[config.mk]
export PLATFORM = sky130hd
export DESIGN_NAME = nstp_name_table
export DESIGN_NICKNAME = d
export VERILOG_FILES = /design/src/hw/rtl/nstp_pkg.sv /design/src/hw/rtl/nstp_name_table.sv
export SDC_FILE = /design/constraint.sdc
export NUM_CORES = 2
export LEC_CHECK = 0
export BUFFER_PORTS_ARGS = -buffer_cell sky130_fd_sc_hd__buf_4
export CORE_MARGIN = 1.5
export CORE_UTILIZATION = 51
export CTS_CLUSTER_DIAMETER = 120
export DETAILED_ROUTE_END_ITERATION = 8
export GPL_ROUTABILITY_DRIVEN = 0
export PLACE_DENSITY = 0.72
export SYNTH_ARGS = -nofsm -noshare
export SYNTH_HDL_FRONTEND = slang
export SYNTH_SLANG_ARGS = --single-unit
export TNS_END_PERCENT = 50
[constraint.sdc]
create_clock -name clk -period 3.13 [get_ports clk]
set_input_delay 0.626 -clock clk [delete_from_list [all_inputs] [get_ports clk]]
set_output_delay 0.626 -clock clk [all_outputs]
set_load 0.05 [all_outputs]
[src/hw/rtl/nstp_pkg.sv]
// ----------------------------------------------------------------------------
// nstp_pkg
// Shared types, codes and arithmetic helpers of the section time profiler.
// ----------------------------------------------------------------------------
package nstp_pkg;

    localparam int MAX_SECTIONS_DEF   = 24;
    localparam int MAX_NAMES_DEF      = 24;
    localparam int TS_W               = 64;
    localparam int NAME_W             = 5;
    localparam int FRAMES_W           = 16;
    localparam int DROP_W             = 32;
    localparam int VBITS_W            = 7;
    localparam int CFG_IDX_W          = 2;
    localparam int CFG_DATA_W         = 16;
    localparam logic [VBITS_W-1:0]  VBITS_RESET = 7'd64;
    localparam logic [FRAMES_W-1:0] SUMF_RESET  = 16'd120;

    typedef enum logic [1:0] {
        FUNC_BEGIN_FRAME = 2'd0,
        FUNC_BEGIN_SEC   = 2'd1,
        FUNC_END_SEC     = 2'd2,
        FUNC_END_FRAME   = 2'd3
    } func_t;

    typedef enum logic [1:0] {
        KIND_ACK    = 2'd0,
        KIND_HEADER = 2'd1,
        KIND_LINE   = 2'd2
    } kind_t;

    typedef enum logic [1:0] {
        STAT_OK      = 2'd0,
        STAT_DROPPED = 2'd1,
        STAT_IGNORED = 2'd2
    } status_t;

    typedef enum logic [CFG_IDX_W-1:0] {
        CFG_ENABLE     = 2'd0,
        CFG_VALID_BITS = 2'd1,
        CFG_SUM_FRAMES = 2'd2
    } cfg_idx_t;

    typedef enum logic [3:0] {
        ST_IDLE,
        ST_EXEC,
        ST_POP_DLT,
        ST_POP_ACC,
        ST_FRAME,
        ST_FRAME_ADD,
        ST_FRAME_ACK,
        ST_SUM_HDR,
        ST_SCAN,
        ST_LINE
    } state_t;

    typedef struct packed {
        logic [1:0]        func;
        logic [NAME_W-1:0] name_id;
        logic [TS_W-1:0]   timestamp;
    } in_beat_t;

    typedef struct packed {
        logic [1:0]          kind;
        logic [1:0]          status;
        logic [NAME_W-1:0]   section_name;
        logic [TS_W-1:0]     ticks;
        logic [FRAMES_W-1:0] frame_count;
        logic                last;
    } out_beat_t;

    typedef struct packed {
        logic [TS_W-1:0]     total;
        logic [FRAMES_W-1:0] frames;
        logic [FRAMES_W-1:0] last_frame;
    } name_entry_t;

    function automatic logic [TS_W-1:0] ts_mask(input logic [VBITS_W-1:0] vb);
        logic [TS_W-1:0] m;
        begin
            if (vb >= VBITS_W'(TS_W))
                m = '1;
            else
                m = (TS_W'(1) << vb) - TS_W'(1);
            return m;
        end
    endfunction

    function automatic logic [TS_W-1:0] masked_delta(input logic [TS_W-1:0] start,
                                                     input logic [TS_W-1:0] stop,
                                                     input logic [VBITS_W-1:0] vb);
        logic [TS_W-1:0] m;
        begin
            m = ts_mask(vb);
            return ((stop & m) - (start & m)) & m;
        end
    endfunction

    function automatic logic [TS_W-1:0] sat_add(input logic [TS_W-1:0] a,
                                                input logic [TS_W-1:0] b);
        logic [TS_W:0] s;
        begin
            s = {1'b0, a} + {1'b0, b};
            return s[TS_W] ? '1 : s[TS_W-1:0];
        end
    endfunction

endpackage

[src/hw/rtl/nstp_name_table.sv]
// ----------------------------------------------------------------------------
// nstp_name_table
// Per-name totals in a synchronous memory; entry valid bits stand for the
// cleared value so clearing the table only resets the valid bits.
// ----------------------------------------------------------------------------
module nstp_name_table
    import nstp_pkg::*;
#(
    parameter int MAX_NAMES = MAX_NAMES_DEF,
    parameter int NIW       = (MAX_NAMES > 1) ? $clog2(MAX_NAMES) : 1
) (
    input  logic                 clk,
    input  logic                 rst_n,
    input  logic                 rd_en,
    input  logic [NIW-1:0]       rd_addr,
    output name_entry_t          rd_data,
    input  logic                 wr_en,
    input  logic [NIW-1:0]       wr_addr,
    input  name_entry_t          wr_data,
    input  logic                 clear,
    output logic [MAX_NAMES-1:0] valid
);

    name_entry_t          mem [MAX_NAMES];
    name_entry_t          rd_raw_reg;
    logic                 rd_valid_reg;
    logic [MAX_NAMES-1:0] valid_reg;

    always_ff @(posedge clk)
    begin
        if (wr_en)
        begin
            mem[wr_addr] <= wr_data;
        end
        if (rd_en)
        begin
            rd_raw_reg <= mem[rd_addr];
        end
    end

    always_ff @(posedge clk or negedge rst_n)
    begin
        if (!rst_n)
        begin
            valid_reg    <= '0;
            rd_valid_reg <= 1'b0;
        end
        else
        begin
            if (rd_en)
            begin
                rd_valid_reg <= valid_reg[rd_addr];
            end
            if (clear)
            begin
                valid_reg <= '0;
            end
            else if (wr_en)
            begin
                valid_reg[wr_addr] <= 1'b1;
            end
        end
    end

    assign rd_data = rd_valid_reg ? rd_raw_reg : '0;
    assign valid   = valid_reg;

endmodule
==> impl_summary.log <==
INFO  metric firstDrtPassIters = 6
INFO  metric syn-num-nets = 4446
INFO  metric clock_root_buffer = sky130_fd_sc_hd__clkbuf_16
INFO  metric critical_path_required = 2.50 ns
INFO  metric final.period_utilization = 0.939
INFO  metric fmaxAchievable = 0.340 GHz
INFO  metric cts_tree = done
INFO  metric clk_latency_worst_skew_pair = 0.87 ns
INFO  metric status = complete, no violations
INFO  metric die_width = 431 um
INFO  metric h_tree_level_count = 4
INFO  metric cts-root-to-sink-buffers = 3
INFO  metric pre_cts_ws = 0.224 ns
INFO  metric starting_drt_drc_count = 5009
INFO  metric dpl.hpwl = 125000 um
INFO  metric routed_wl = 225000 um
INFO  metric sw_ratio = 0.213
INFO  metric power_per_standard_cell_area = 620 mW/mm2
INFO  metric drt.antenna.violating_nets = 0
INFO  metric power = 67.1 mW
INFO  metric synth.cell_area = 0.0935 mm2
INFO  metric synth.area.top_cells = sky130_fd_sc_hd__edfxtp_1 77%, sky130_fd_sc_hd__mux4_2 10%, sky130_fd_sc_hd__mux2_2 4.2%
INFO  metric rows = 156
INFO  metric clkTransAtPathRegs = 0.06 ns
INFO  metric synth.yosys.seq_area_share = 0.778
INFO  metric timing.hold.worst.class = input pin to flip-flop
INFO  metric wire_per_inst = 30.5 um
INFO  metric numCtsBuffers = 227
INFO  metric number_of_synthesized_flops_with_an_enable_pin = 2400
INFO  metric yosysWarningCount = 0
INFO  metric cts.repair.resized = 0
INFO  metric synth.top_cells.by_count = 2400 x sky130_fd_sc_hd__edfxtp_1, 416 x sky130_fd_sc_hd__mux4_2, 345 x sky130_fd_sc_hd__mux2_2
INFO  metric critPathCaptureType = output pin
INFO  metric sw_pwr = 14.3 mW
INFO  metric sinks_on_clock_net = 2425
INFO  metric port_buffers = 230
INFO  metric largest_register_ff_count = 2304
INFO  metric grt.total_usage = 0.243
INFO  metric final.setup_skew = 0.0555 ns
INFO  metric count_of_state_elements_after_synthesis = 2425
INFO  metric timing.final.setup_violations = 0
INFO  metric rsz0062_at_grt = false
INFO  metric io_pins = 231
INFO  metric max-vdd-ir-drop = 0.502 mV
INFO  metric antenna_found_initial = 21
INFO  metric final-hold-violation-count = 0
INFO  metric slew_headroom = 0.472
INFO  metric tns = 0 ns
INFO  metric power_leakage = 35.1 nW
INFO  metric comb_power_share = 0.058
INFO  metric total_die_area = 0.186 mm2
INFO  metric synthMostInstantiatedCell = sky130_fd_sc_hd__edfxtp_1
INFO  metric clockPowerShare = 0.400
INFO  metric top_ff_cell_synth = sky130_fd_sc_hd__edfxtp_1
INFO  metric max-cap-violations = 0
INFO  metric synthesis.instances = 4335
INFO  metric finalHoldWorstSlack = 0.117 ns
INFO  metric worst_tran_pin_value = 0.790 ns
INFO  metric die_y = 431 um
INFO  metric drt-vias-per-instance = 6.26
INFO  metric avgSynthCellArea = 21.6 um2
INFO  metric power.internal = 52.8 mW
INFO  metric final_period_minus_worst_setup_slack = 2.94 ns
INFO  metric grt_pass1_wl = 325000 um
INFO  metric power_frac_seq = 0.542
INFO  metric grt_pass1_vias = 46900
INFO  metric async_set_or_reset_flop_fraction_in_the_synthesized_netlist = 0.0103
INFO  metric drc = 0
INFO  metric met3_wirelength = 17300 um
INFO  metric length_of_routed_met2_wiring = 113000 um
INFO  metric yosysTopAreaCellShare = 0.771
INFO  metric ys_types = 30
INFO  metric finalCoreUtilization = 0.597
INFO  metric slew_viol_final = 0
INFO  metric synth_top_area_cell = sky130_fd_sc_hd__edfxtp_1
INFO  metric coreArea = 0.181 mm2
INFO  metric internal_reg_to_reg_setup_slack = 1.19 ns
INFO  metric start_util = 0.515
INFO  metric drive_above_1_share = 0.319
INFO  metric arrival = 2.31 ns
INFO  metric maxUsedRoutingLayer = met5
INFO  metric path_max_fanout = 52
INFO  metric met1_wire_length = 87700 um
INFO  metric design.final.nets = 4927
INFO  metric vias = 46200
INFO  metric timing.setup.critical_path_class = flip-flop to output pin
INFO  metric pin_count_of_the_biggest_net_entering_global_routing = 62
INFO  metric final_critical_path_setup_slack = 0.192 ns
INFO  metric critical_path.startpoint_type = flip-flop
INFO  metric area_added_between_synthesis_and_finish = 15.8%
INFO  metric globalRouteOverflowTotal = 0
==> cell families (layout without fill, tap and decap cells) <==
logic type,after synthesis,after routing,synth area share
and+or+nand+nor,198,198,0.0110
buffers and inverters,244,915,0.0127
DFF,2425,2425,0.778
AOI/OAI and AO/OA,514,514,0.0359
muxes,954,954,0.162
other,0,8,0
==> power by group through the flow <==
| stage | logic (mW) | registers [mW] | clock network [mW] |
|---|---|---|---|
| floorplan | 2.28 | 37.0 | 0 |
| global placement | 3.79 | 37.1 | 0 |
| detailed placement | 3.87 | 37.1 | 0 |
| CTS | 3.89 | 36.4 | 27.2 |
| global route | 4.11 | 36.4 | 28.5 |
| finish | 3.87 | 36.4 | 26.8 |
==> final timing paths <==
check	startpoint	to	cells past startpoint
max in group asynchronous	rst_n	rd_valid_reg	2
min reg2reg	valid[23]	valid[23]	2
min	wr_data[0]	mem[14][0]	1
max	rd_valid_reg	rd_data[61]	3
min in group asynchronous	rst_n	valid[10]	2
max reg2reg	mem[6][72]	rd_raw_reg[72]	4
==> stage by stage <==
step           cells  area (um2)
4_1_cts         7376      108000
3_5_place_dp    6954      101000
6_report        7384      108000
3_3_place_gp    6954      101000
5_1_grt         7382      108000
2_1_floorplan   4335       93500
==> routing by layer <==
| layer | track usage | up-vias |
|---|---|---|
| met3 | 0.0369 | 396 |
| met5 | 0 | - |
| met4 | 0.0795 | 10 |
| met2 | 0.405 | 2093 |
| met1 | 0.331 | 24600 |
| li1 | - | 19100 |
==> final cells by class <==
cell class,instances,area (um2)
Multi-Input combinational cell,1666,19800
Antenna cell,8,20.0
Fill cell,12400,73100
Tap cell,2370,2970
Inverter,1,3.75
Sequential cell,2425,72700
Clock inverter,142,1380
Clock buffer,277,5910
Timing Repair Buffer,495,5440
==> critical path, cell delays in order, from the launching register on <==
cell,delay (ns)
sky130_fd_sc_hd__dfrtp_4,0.54
sky130_fd_sc_hd__buf_12,0.24
sky130_fd_sc_hd__and2_1,0.29
sky130_fd_sc_hd__buf_4,0.23
==> cell usage in the layout, fill, tap and decap left out, types with 2 or more instances in the layout <==
cell	n
sky130_fd_sc_hd__inv_16	3
sky130_fd_sc_hd__buf_12	135
sky130_fd_sc_hd__o21bai_1	83
sky130_fd_sc_hd__clkinv_8	3
sky130_fd_sc_hd__buf_6	2
sky130_fd_sc_hd__inv_6	2
sky130_fd_sc_hd__edfxtp_1	2400
sky130_fd_sc_hd__mux2_2	345
sky130_fd_sc_hd__buf_8	3
sky130_fd_sc_hd__clkinv_16	6
sky130_fd_sc_hd__bufinv_16	19
sky130_fd_sc_hd__a22oi_1	83
sky130_fd_sc_hd__o21ai_0	12
sky130_fd_sc_hd__mux4_2	416
sky130_fd_sc_hd__clkbuf_16	229
sky130_fd_sc_hd__clkinv_1	56
sky130_fd_sc_hd__clkinv_2	44
sky130_fd_sc_hd__a21oi_1	83
sky130_fd_sc_hd__nand3b_1	6
sky130_fd_sc_hd__clkinv_4	4
sky130_fd_sc_hd__dfrtp_1	24
sky130_fd_sc_hd__mux2i_1	193
sky130_fd_sc_hd__o31ai_1	83
sky130_fd_sc_hd__clkbuf_1	48
sky130_fd_sc_hd__o21ai_1	71
sky130_fd_sc_hd__nor2_1	49
sky130_fd_sc_hd__or3b_1	4
sky130_fd_sc_hd__buf_4	354
sky130_fd_sc_hd__o22ai_1	83
sky130_fd_sc_hd__nor2_4	25
sky130_fd_sc_hd__clkinvlp_4	4
sky130_fd_sc_hd__o221ai_1	13
sky130_fd_sc_hd__nand2_1	14
sky130_fd_sc_hd__diode_2	8
sky130_fd_sc_hd__and2_1	96
==> repair_timing <==
item | CTS | global route
setup buffers | 2 | 0
hold buffers | 1 | 0
endpoints found under the hold margin | 25 | 0
endpoints found under the setup margin | 3 | 0
Power figures use the tool's default switching activity.
